`config.mk`:
```
export PLATFORM = sky130hd
export DESIGN_NAME = v2a_sqrt_cell
export DESIGN_NICKNAME = d
export VERILOG_FILES = /design/src/rtl/v2a_sqrt_cell.sv
export SDC_FILE = /design/constraint.sdc
export NUM_CORES = 1
export LEC_CHECK = 0
export BUFFER_PORTS_ARGS = -buffer_cell sky130_fd_sc_hd__buf_4
export CAP_MARGIN = 10
export CORE_MARGIN = 1
export CORE_UTILIZATION = 50
export DETAILED_ROUTE_END_ITERATION = 8
export PLACE_DENSITY = 0.86
export SLEW_MARGIN = 0
export SYNTH_ARGS = -nofsm -noshare
export SYNTH_HDL_FRONTEND = slang
export SYNTH_SLANG_ARGS = --single-unit
```
`constraint.sdc`:
```
create_clock -name clk -period 6.3 [get_ports clk]
set_clock_uncertainty 0.05 [all_clocks]
set_input_delay 0.945 -clock clk [delete_from_list [all_inputs] [get_ports clk]]
set_output_delay 0.945 -clock clk [all_outputs]
set_load 0.005 [all_outputs]
```
`src/rtl/v2a_sqrt_cell.sv`:
```
// One restoring square-root step: brings down one bit pair of the radicand.
module v2a_sqrt_cell #(
  parameter int RW = 66,
  parameter int QW = 33
) (
  input  logic          clk,
  input  logic          en,
  input  logic [RW-1:0] rad_i,
  input  logic [QW+1:0] rem_i,
  input  logic [QW-1:0] root_i,
  output logic [RW-1:0] rad_o,
  output logic [QW+1:0] rem_o,
  output logic [QW-1:0] root_o
);
  logic [QW+1:0] rem_sh;
  logic [QW+1:0] trial;
  logic [QW+1:0] rem_nxt;
  logic [QW-1:0] root_nxt;

  always_comb begin
    rem_sh = {rem_i[QW-1:0], rad_i[RW-1 -: 2]};
    trial  = {root_i, 2'b01};
    if (rem_sh >= trial) begin
      rem_nxt  = rem_sh - trial;
      root_nxt = {root_i[QW-2:0], 1'b1};
    end else begin
      rem_nxt  = rem_sh;
      root_nxt = {root_i[QW-2:0], 1'b0};
    end
  end

  always_ff @(posedge clk) begin
    if (en) begin
      rad_o  <= {rad_i[RW-3:0], 2'b00};
      rem_o  <= rem_nxt;
      root_o <= root_nxt;
    end
  end
endmodule

```
==> flow_summary.yaml <==
floorplan:
  die_w_um: 116
  core_area_sq_um: 12700
  die_h_um: 116
  pin_count: 270
  start_util: 0.515
  rows: 41
  fp.dieArea_sq_um: 13500
yosys:
  synth_area_leaders: "edfxtp_1 61%, ha_1 6.7%, a21oi_1 4.0%"
  synth_top_area_share: 0.607
  synth_warnings: 0
  netlist_instances: 527
  ys_types: 63
  yosys.area_share.adder: 0.0670
  postSynthAreaPerCell_sq_um: 12.4
  synth_compound_area_frac: 0.150
  synth_top_family_by_area: "compound AO/OA/AOI/OAI gates"
  synthFlopType: "edfxtp_1"
  synth_area_sq_um: 6530
  synth_top_area_cell: "edfxtp_1"
  ys_ff_latch: 132
  muxShareOfSynthArea: 0.00172
  synth_edf_count: 132
  yosysSeqAreaShare: 0.607
  async_flop_share: 0
  synthSimpleGateAreaFrac: 0.0939
  synth_xor_area_frac: 0.0362
routing:
  wirelength_mm: 17.5
  route.met2.wl_mm: 9.36
  drt_iter0_drc: 326
  first_pass_iters: 4
  met1_length_mm: 6.20
  highest_layer: "met4"
  dr_wl_met3_mm: 1.41
  route.detailed.drc: 0
  routedWlPerCell_um: 17.8
  vias_per_cell: 5.35
  vias: 5267
  drtAntennaViolNets: 0
timing:
  fmax_mhz: 293
  finalSetupTns_ps: 0
  finalSetupViolCount: 0
  fin_ws_ps: 2880
  final-max-slew-violation-count: 0
  final-hold-violation-count: 0
  final.period_utilization: 0.542
  tightest_slew_ps: 913
  min_period_ps: 3420
  rsz0062_at_grt: "no"
  slew_headroom: 0.391
worst_setup_path:
  cp.arrival_ps: 3650
  crit_path_frequent_cell: "a21o_1"
  cp_max_fo: 7
  critPathSlowestCell: "nor4_1"
  worstSetupPathType: "in -> reg"
  worstPathCellList: "buf_4, ha_1, a21o_1, a21oi_1, o21bai_1, a211oi_1, o21ai_0, mux2_2, nor4_1, a21o_1"
  cp_data_required_time_ps: 6530
  critPathMaxStageDelay_ps: 470
  crit_path_end_kind: "flop"
  crit_path_start_kind: "primary input"
power_and_ir_drop:
  netSwitchingFraction: 0.252
  switching_power_uw: 658
  p_int_uw: 1960
  ir_worst_vdd_uv: 136
  pwr-share-clk: 0.386
  power_frac_comb: 0.195
  p_leak_uw: 0.00408
  p_per_area_nw_per_um2: 282
  power_frac_seq: 0.419
clock_tree:
  numCtsBuffers: 17
  clockRootBuffer: "clkbuf_16"
  hold_buffers: 0
  cts_setup_buffers: 0
  cts_tree: "yes"
  htreeDepth: 4
  ctsResizeCount: 0
  path_clk_slew_ps: 60
  cts_max_path_buffers: 2
  clock_sinks: 132
place:
  hpwl_mm: 13.1
  preCtsSetupSlack_ps: 2220
  numPortBuffers: 265
  place.gp.congestion: 0.845
global_routing:
  grt_pass1_vias: 5218
  grt_pass1_wl_mm: 26.0
  antenna_found_initial: 0
  grt_max_degree: 76
  grt.overflow.total: 0
  track_usage: 0.260
final_layout:
  multi_input_area_sq_um: 2290
  final_nets: 970
  nFillCells: 828
  area_growth_pct: 42.0
  drive_gt1_frac: 0.393
  diodes: 0
  seq_area_sq_um: 3960
hold_path:
  min_path_cells: 1
  hp-class: "in -> reg"
  holdPathEnd: "rad_o[61]$_DFFE_PP_"
  hold_start: "rad_i[59]"
job:
  maxCapViolCount: 0
outcome:
  status: "completed"
cell usage after synthesis (3+ instances only):
| library cell | count |
|---|---|
| edfxtp_1 | 132 |
| a21oi_1 | 52 |
| inv_1 | 44 |
| nand2_1 | 36 |
| ha_1 | 35 |
| nor2_1 | 33 |
| o21ai_0 | 22 |
| a21o_1 | 16 |
| xnor2_1 | 16 |
| xor2_1 | 11 |
| nand3_1 | 10 |
| nand4_1 | 9 |
| nor3_1 | 9 |
| o21a_1 | 7 |
| o21bai_1 | 6 |
| buf_2 | 5 |
| a31oi_1 | 4 |
| and3_1 | 4 |
| buf_4 | 4 |
| nand2b_1 | 4 |
| o211ai_1 | 4 |
| o21ai_1 | 4 |
| a211o_1 | 3 |
| a21boi_0 | 3 |
| buf_6 | 3 |
| nor4_1 | 3 |
| o31ai_1 | 3 |
layout make-up:
| type | instances | share of cell area |
|---|---|---|
| clock inverter | 14 | 0.0192 |
| multi-input combinational | 336 | 0.247 |
| timing repair buffer | 268 | 0.219 |
| clock buffer | 18 | 0.0463 |
| inverter | 44 | 0.0178 |
| sequential | 132 | 0.427 |
| tap | 172 | 0.0232 |
power groups by stage:
stage	Combinational, uW	Sequential [uW]	Clock, uW
floorplan	228	1120	0
global placement	488	1110	0
detailed placement	502	1110	0
CTS	506	1100	1020
global route	557	1100	1050
finish	511	1100	1010
cell usage in the layout, fill, tap and decap left out, types with 3 or more instances in the layout:
cell type	n
buf_4	266
edfxtp_1	132
a21oi_1	52
inv_1	44
nand2_1	36
ha_1	35
nor2_1	33
o21ai_0	22
clkbuf_16	17
a21o_1	16
xnor2_1	16
xor2_1	11
nand3_1	10
nand4_1	9
nor3_1	9
o21a_1	7
o21bai_1	6
and3_1	4
o21ai_1	4
o211ai_1	4
a31oi_1	4
nand2b_1	4
clkinv_4	4
a21boi_0	3
a211o_1	3
nor4_1	3
o31ai_1	3
bufinv_16	3
metrics by stage:
step	std cells	utilization	power, uW	cell area (sq um)	hold WS, ps
floorplan	528	-	1350	6540	994
global placement	951	0.682	1600	8640	1070
detailed placement	951	0.682	1610	8640	1070
CTS	983	0.730	2620	9250	639
global route	984	0.732	2710	9280	632
finish	984	0.732	2610	9280	653
worst max-delay path by stage:
stage / startpoint / to
6_report: rem_i[23] / rem_o[32]$_DFFE_PP_
5_1_grt: root_i[23] / rem_o[32]$_DFFE_PP_
4_1_cts: root_i[12] / rem_o[17]$_DFFE_PP_
3_5_place_dp: root_i[12] / rem_o[17]$_DFFE_PP_
3_3_place_gp: root_i[12] / rem_o[2]$_DFFE_PP_
2_1_floorplan: root_i[0] / rem_o[25]$_DFFE_PP_
cells by family (layout without fill, tap and decap cells):
| kind of cell | after synthesis | after routing |
|---|---|---|
| adder cells (fa/ha/maj) | 35 | 35 |
| AND/OR/NAND/NOR | 124 | 124 |
| other | 1 | 2 |
| buffers and inverters | 60 | 344 |
| XOR/XNOR | 27 | 27 |
| flip-flops | 132 | 132 |
| AO/OA/AOI/OAI | 147 | 147 |
| multiplexers | 1 | 1 |
registers in the layout, indices dropped and copies added (netlist names):
register / cells
root_o: 33
rem_o: 35
rad_o: 64
per-layer routing:
layer | vias up | GRT usage
li1 | 2516 | -
met1 | 2492 | 0.270
met2 | 216 | 0.475
met3 | 43 | 0.0758
met4 | 0 | 0.133
met5 | - | 0
worst max-delay path, delay by kind of cell:
kind,cells,cell delay (ps)
and+or+nand+nor,1,470
AOI/OAI and AO/OA,6,1320
muxes,1,380
buffers and inverters,1,120
adders and majority gates,1,420
Power figures use the tool's default switching activity.
