===== src/rtl/v2a_div_cell.sv =====
// One restoring division step for both components, which share a divisor.
module v2a_div_cell #(
  parameter int NW = 48,
  parameter int DW = 32
) (
  input  logic          clk,
  input  logic          en,
  input  logic [NW-1:0] nx_i,
  input  logic [NW-1:0] ny_i,
  input  logic [DW:0]   remx_i,
  input  logic [DW:0]   remy_i,
  input  logic [NW-1:0] qx_i,
  input  logic [NW-1:0] qy_i,
  input  logic [DW-1:0] d,
  output logic [NW-1:0] nx_o,
  output logic [NW-1:0] ny_o,
  output logic [DW:0]   remx_o,
  output logic [DW:0]   remy_o,
  output logic [NW-1:0] qx_o,
  output logic [NW-1:0] qy_o
);
  logic [DW+1:0] shx, shy, dd;

  always_comb begin
    shx = {remx_i, nx_i[NW-1]};
    shy = {remy_i, ny_i[NW-1]};
    dd  = {2'b00, d};
  end

  always_ff @(posedge clk) begin
    if (en) begin
      nx_o <= {nx_i[NW-2:0], 1'b0};
      ny_o <= {ny_i[NW-2:0], 1'b0};
      if (shx >= dd) begin
        remx_o <= (DW+1)'(shx - dd);
        qx_o   <= {qx_i[NW-2:0], 1'b1};
      end else begin
        remx_o <= (DW+1)'(shx);
        qx_o   <= {qx_i[NW-2:0], 1'b0};
      end
      if (shy >= dd) begin
        remy_o <= (DW+1)'(shy - dd);
        qy_o   <= {qy_i[NW-2:0], 1'b1};
      end else begin
        remy_o <= (DW+1)'(shy);
        qy_o   <= {qy_i[NW-2:0], 1'b0};
      end
    end
  end
endmodule


===== config.mk =====
export PLATFORM = sky130hd
export DESIGN_NAME = v2a_div_cell
export DESIGN_NICKNAME = d
export VERILOG_FILES = /design/src/rtl/v2a_div_cell.sv
export SDC_FILE = /design/constraint.sdc
export NUM_CORES = 1
export LEC_CHECK = 0
export BUFFER_PORTS_ARGS = -buffer_cell sky130_fd_sc_hd__buf_2
export CAP_MARGIN = 20
export CELL_PAD_IN_SITES_DETAIL_PLACEMENT = 0
export CELL_PAD_IN_SITES_GLOBAL_PLACEMENT = 2
export CORE_AREA = 4 4 219 221
export CTS_CLUSTER_DIAMETER = 60
export DETAILED_ROUTE_END_ITERATION = 10
export DIE_AREA = 0 0 223 225
export GPL_TIMING_DRIVEN = 0
export PLACE_DENSITY_LB_ADDON = 0.25
export SYNTH_ARGS = -nofsm -noshare
export SYNTH_HDL_FRONTEND = slang
export SYNTH_SLANG_ARGS = --single-unit

===== constraint.sdc =====
create_clock -name clk -period 3.5 [get_ports clk]
set_clock_uncertainty 0.15 [all_clocks]
set_input_delay 0.525 -clock clk [delete_from_list [all_inputs] [get_ports clk]]
set_output_delay 0.525 -clock clk [all_outputs]
set_load 0.1 [all_outputs]

==> metrics list, run 1 <==
- Detailed placement finished with a half-perimeter wire length of ~37 mm.
- The largest single stage delay on the critical path is around 0.39 ns.
- Busiest metal layer after global routing: met2
* Number of nets still failing antenna checks after routing: 0
* IO Port Bufs: 545
- # IOs: 550
- During synthesis, Yosys emitted a total of 0 warnings.
- Maximum number of pins on one net before global-route repair: between 100 and 150
* Class of the most critical setup path: in2reg
* Max-cap violations: 0
* Final routed wirelength across all metal layers: 47.5 mm
- The via count of the first global-routing pass was 10.6k.
* Sequential area share after synthesis: 62.2%
* Total Neg Setup Slack: 0 ns
* Number of placed instances with taps included: 2077
- Num CTS Buffers: 36
- The netlist uses between 70 and 80 different library cells.
- Sorting the synthesized cells by area gives the leading types as edfxtp_1 62%, ha_1 6.5%, mux2_4 3.3%.
* CTS Buffer Depth: 3
- Row generation in the floorplan step produced 79 rows.
* Minimum clock period after layout: 3.32 ns
- The floorplan step defined a die boundary enclosing 0.0502 mm².
- Across all setup checks in the final design, the least slack found is about 0.18 ns.
* First-pass GRT wire length: about 70 mm
* Number of standard cells in the layout, taps in and fillers out: 2320
- Run status: completed
- The slowest stage of the critical path is the fa_1 cell.
- The worst setup path is launched from an input port.
- Normalized max-slew margin: 41.1%
- Worst Tran Pin Value: roughly 0.9 ns
- In the final layout, the share of cells above drive strength 1 is 38.9%.
- The initial antenna violation count came to 8.
* Cell area after layout: approximately 0.019 mm²
- GR Layer Usage met2: about a third
- Clock-pin slew on the worst setup and hold paths: around 0.050 ns
- Area leader, netlist: edfxtp_1
* Number of setup buffers added after CTS: 0
* Number of detailed-routing iterations run before antenna repair: 4
- Instance area after placement: around 0.016 mm²
* Final global-route overflow total: 0
* Share of synthesized flip-flops with an asynchronous set or reset: 0%
* Number of storage elements in the synthesis netlist: 256
- Peak supply drop: around 0.38 mV
- Global-route usage over all layers: 17.9%
- Sinks on Clock Net: 256
- The kind of cell with the highest combined delay along the critical path is compound AO/OA/AOI/OAI gates.
* Final estimated routing congestion in global placement: roughly 0.8
- STA puts the critical path data arrival time at 3.44 ns.
* Data required, critical path: 3.63 ns
- Path category of the worst min-delay check: in2reg
* Number of enable-type register cells in the synthesized netlist: 256
* Dpl ws: -0.840 ns
- Synthesized instance count: 922
* Post-route clock period utilization: 94.8%
* Via density per instance: 4.49
- Mean instance size in the synthesized netlist: between 10 and 15 µm²
- Maximum clock frequency: between 300 and 400 MHz
- The most used flip-flop cell after synthesis is edfxtp_1.
- Core area: 0.0462 mm²
- Once the floorplan was initialized, standard cells occupied 26.8% of the core.
- Critical Path, Cell by Cell: buf_2 > inv_1 > ha_1 > inv_1 > fa_1 > a21o_1 > a221oi_2 > or4b_4 > a31oi_4 > a21oi_4 > o21ai_4 > a21oi_4 > inv_6 > buf_12 > mux2_4
- The max-slew violation total from the final report was 0.
* Setup repair after global routing missed its margin: false
- The first routing iteration left 495 violations.
- CTS placed an instance of clkbuf_16 at the clock tree root.
* Critical-path maximum fanout: 10
- STA classifies the critical path endpoint as a flop.
* Area fraction of the dominant cell type after synthesis: 62.2%
- Die Ht: 225 µm
- The analysis attributes to cell leakage a power of 8.24 nW.
- The area growth from synthesis to layout is 52.5%.
- Total power per unit cell area: 600 mW/mm²
- Setup violations remaining at the end of the flow were counted as 0.
- Post-layout net count: roughly 2.0k
- Met1 global-route usage: 20.8%
- In the routed design, unresolved DRC markers number 0.
* Total of fill cells in the finished design: 4494
- Global-route met3 utilization: 4.32%
* Via count of the routed design: 10.4k
- From left edge to right edge, the die measures approximately 220 µm.
- The H-tree generated during clock tree synthesis spans 2 levels.
- The synthesized netlist occupies a cell area of 0.0124 mm².
* Clock tree from TritonCTS: yes
- Critical path buffer and inverter count: 5
- Detail-routed net length per standard cell: 20.5 µm
- Fin. Hold Viols: 0
## power by group
| part | switching (W) | internal, W |
|---|---|---|
| clock | 0.00139 | 0.00209 |
| sequential | 0.0000775 | 0.00376 |
| combinational | 0.00311 | 0.000881 |
| total | 0.00458 | 0.00673 |
## cells by family after synthesis
kind of cell	after synthesis	share of synthesized area (%)
AOI/OAI and AO/OA	240	12.9
xor gates and xnor gates	50	3.54
adders and majority gates	66	6.80
buffers and inverters	76	2.86
DFF	256	62.2
muxes	35	3.98
other	1	0.0303
and+or+nand+nor	198	7.67
## cells in the mapped netlist, types with 6 or more instances
cell	number
a211oi_1	8
a21o_1	34
a21oi_1	62
a31oi_1	10
and3_1	7
buf_2	6
clkbuf_1	16
edfxtp_1	256
ha_1	64
inv_1	48
mux2_4	27
nand2_1	79
nand2b_1	7
nand3_1	15
nand4_1	7
nor2_1	40
nor3_1	11
o21a_1	7
o21ai_0	59
o21bai_1	7
xnor2_1	26
xor2_1	24
## metal layers
| metal | vias to the layer above | share of wire [%] | routed length [µm] |
|---|---|---|---|
| li1 | 5041 | - | - |
| met1 | 4976 | 40 | 18800 |
| met2 | 330 | 52 | 24500 |
| met3 | 65 | 6.0 | 2830 |
| met4 | 4 | 2.9 | 1360 |
| met5 | - | 0.046 | 22 |
## through the flow
step / util, % / power [W] / hold slack (ns)
floorplan: - / 0.00691 / 0.474
finish: 40.8 / 0.0113 / 0.0308
global route: 40.8 / 0.0118 / 0.000346
CTS: 40.7 / 0.0115 / 0.000494
global placement: 34.3 / 0.00774 / 0.552
detailed placement: 34.5 / 0.00772 / 0.553
## flip-flops by register name (all words and copies together), names as in the netlist
| name | count |
|---|---|
| qy_o | 48 |
| qx_o | 48 |
| remy_o | 33 |
| remx_o | 33 |
| ny_o | 47 |
| nx_o | 47 |
## layout make-up
class / instances / area, µm² / share of cell area, %
antenna: 4 / 10.0 / 0.0531
buffer: 27 / 170 / 0.903
clock buffer: 40 / 937 / 4.97
clock inverter: 23 / 193 / 1.02
inverter: 49 / 189 / 1.00
multi-input combinational: 591 / 4350 / 23.1
sequential: 256 / 7690 / 40.8
tap: 607 / 759 / 4.03
timing repair buffer: 723 / 4550 / 24.2
## what timing repair did
action,CTS,global route
hold endpoints to repair,175,1
gates resized for setup,4,2
endpoints found under the setup margin,24,24
hold buffers,175,1
## cells in the final DEF (no fill, tap or decap), types with 24 or more instances in the layout
master / n
nand2_1: 79
mux2_4: 27
dlygate4sd3_1: 176
buf_2: 549
xor2_1: 24
ha_1: 64
a21o_1: 34
nor2_1: 40
edfxtp_1: 256
a21oi_1: 61
o21ai_0: 59
inv_1: 48
clkbuf_16: 37
xnor2_1: 26
## worst paths after layout
check      from          to  slack [ns]  cells past startpoint
max    ny_i[47]  remy_o[27]        0.18                     15
min    qy_i[16]    qy_o[17]        0.03                      1
No activity file was read; power rests on OpenSTA's default activity.
==> run 2, diff against run 1 <==
--- a/config.mk
+++ b/config.mk
@@ -5,14 +5,16 @@
 export SDC_FILE = /design/constraint.sdc
 export NUM_CORES = 1
 export LEC_CHECK = 0
+export ABC_CLOCK_PERIOD_IN_PS = 3500
 export BUFFER_PORTS_ARGS = -buffer_cell sky130_fd_sc_hd__buf_2
 export CAP_MARGIN = 20
 export CELL_PAD_IN_SITES_DETAIL_PLACEMENT = 0
 export CELL_PAD_IN_SITES_GLOBAL_PLACEMENT = 2
-export CORE_AREA = 4 4 219 221
+export CORE_AREA = 4 4 216 218
+export CTS_BUF_LIST = sky130_fd_sc_hd__clkbuf_4 sky130_fd_sc_hd__clkbuf_8
 export CTS_CLUSTER_DIAMETER = 60
 export DETAILED_ROUTE_END_ITERATION = 10
-export DIE_AREA = 0 0 223 225
+export DIE_AREA = 0 0 220 222
 export GPL_TIMING_DRIVEN = 0
 export PLACE_DENSITY_LB_ADDON = 0.25
 export SYNTH_ARGS = -nofsm -noshare
==> metrics list, run 2 (synthesis results as in run 1) <==
- The flow ran to the end, and the final reports show no timing, DRC or antenna violations.
* Maximum number of pins on one net before global-route repair: 111
- In this run the core area contains 78 standard-cell rows.
* Global-route met3 utilization: 4.89%
- Antenna violations before repair: 15
- Via density per instance: 4.53
* Met1 global-route usage: 21.1%
- VDD sags by at most about 0.29 mV.
- Measured along the y axis, the die boundary spans 222 µm.
- Detail-routed net length per standard cell: 20.2 µm
* Clock H-tree levels: 2
- The final layout contains 2066 nets.
- CTS Buffer Depth: 3
* Post-layout utilization of the core: 41.9%
- Clock-pin slew on the worst setup and hold paths: 0.06 ns
- Final worst setup slack: 0.139 ns
- Dpl ws: -0.915 ns
- Remaining routing DRC violations: 0
* IO Port Bufs: 545
* Finish-stage setup viols: 0
* Number of detailed-routing iterations run before antenna repair: 4
* Detail Placement HPWL: 36.6 mm
- At the pin with the least slew margin, the transition time is 0.951 ns.
* GR Layer Usage met2: 32.1%
- The slowest stage of the critical path belongs to the cell a2111oi_4.
* Fraction of layout instances using a drive strength above 1: 39.1%
- Floorplan die area: roughly 0.049 mm²
* Registers with the highest flip-flop counts: qx_o x48, qy_o x48
- The cell sitting at the root of the clock tree is a clkbuf_8.
* Most common library cell in the layout ignoring fill and taps: buf_2
- The max-slew violation total from the final report was 0.
* Total power per unit cell area: 578 mW/mm²
* Critical path buffer and inverter count: 4
- Path category of the worst min-delay check: in2reg
- In the finished design, the share of the clock period the worst path needs comes to a little over nine tenths.
- The floorplan step set the die width to 220 µm.
- Critical-path maximum fanout: 10
- Core area: 0.0449 mm²
* Final global-route overflow total: 0
- Arrival @ worst endpoint: 3.56 ns
* Sinks on Clock Net: 256
* Largest stage delay on the critical path: 0.45 ns
- Critical Path, Cell by Cell: buf_2 > inv_1 > ha_1 > inv_1 > fa_1 > a21o_1 > a2111oi_4 > nor4_2 > o311ai_2 > a21oi_1 > nor2_4 > buf_2 > mux2_2
- The number of clock buffers added by TritonCTS is 48.
* First-iteration detailed-routing DRC count: 431
- The detailed router placed approximately 11k vias in this run.
- First-pass GRT wire length: between 60 and 70 mm
- For this configuration, the core starts out at a cell density of between 20 and 30%.
* Fin. Hold Viols: 0
- Final estimated routing congestion in global placement: 0.813
* Static power due to leakage: ~8.3 nW
* Number of nets still failing antenna checks after routing: 0
- In the layout the commonest cells are 550 x buf_2, 256 x edfxtp_1, 188 x dlygate4sd3_1.
* Data required, critical path: 3.70 ns
* Maximum clock frequency: 298 MHz
* Critical path launch point type: input port
- Global routing used between 10% and 20% of the available tracks across all layers.
* Clock tree from TritonCTS: yes
- For the finished layout, the period the worst path requires is between 3 and 4 ns.
- From synthesis to final layout, the design area changed by 52.3%.
* Max-cap violations: 0
- Class of the most critical setup path: in2reg
- Vias in the first global route: between 10k and 15k
- Family of cells with the greatest summed delay on the critical path: compound AO/OA/AOI/OAI gates
- Total Neg Setup Slack: 0 ns
- Summed over all layers, the routed wires come to 47.6 mm.
* Busiest metal layer after global routing: met2
- Overall Power: around 0.011 W
- In this run the tightest slew margin relative to its limit is 36.6%.
- In this run the count of I/O pins placed on the die edge is between 500 and 600.
- The worst setup path is captured at a flop.
-- run 2: cell types whose count changed in the layout (fill, tap and decap cells not counted), sizes merged --
cell | before | now
clkbuf | 56 | 74
inv | 54 | 51
bufinv | 2 | 4
clkinvlp | 3 | 2
diode | 4 | 10
dlygate4sd3 | 176 | 188
clkinv | 13 | 19
-- run 2: worst min-delay path: cells and delay by family --
family	cells	cell delay (ns)
buffers and inverters	1	0.10
AO/OA/AOI/OAI	1	0.06
AND/OR/NAND/NOR	1	0.04
-- run 2: per-layer routing --
layer	up-vias	part of all wire, %
met3	109	7.1
met2	391	49
li1	5100	-
met4	10	4.0
met5	-	0.12
met1	5052	40
-- run 2: layout make-up --
cell class | instances | area [µm²]
sequential | 256 | 7690
antenna | 10 | 25.0
fill | 4298 | 26100
multi-input combinational | 591 | 4340
clock inverter | 27 | 241
clock buffer | 58 | 742
timing repair buffer | 735 | 4670
inverter | 49 | 189
tap | 600 | 751
buffer | 27 | 168
-- run 2: through the flow --
stage / cell area, µm² / hold WS [ns] / cells
final: 18800 / 0.0797 / 2353
after global routing: 18800 / 0.0197 / 2351
after CTS: 18800 / 0.00647 / 2343
after detailed placement: 15900 / 0.553 / 2070
after global placement: 15800 / 0.552 / 2068
after floorplan: 12400 / 0.474 / 923
-- run 2: timing repair --
item / in CTS / in global routing
pin swaps: 0 / 0
endpoints found under the setup margin: 22 / 2
endpoints found under the hold margin: 188 / 0
buffers inserted: 0 / 0
gates resized for setup: 3 / 1
hold buffers: 188 / 0
-- run 2: path summary, 6_finish.rpt --
kind,start,end,slack [ns],depth (start not counted)
max,nx_i[47],remx_o[1],0.14,13
min,remx_i[3],remx_o[4],0.08,3
-- run 2: report_power, final --
part / internal, W / leakage (nW) / switching (W)
Sequential: 0.00376 / 2.51 / 0.0000820
Combinational: 0.000889 / 5.24 / 0.00311
Clock: 0.00170 / 0.509 / 0.00134
Total: 0.00635 / 8.25 / 0.00453
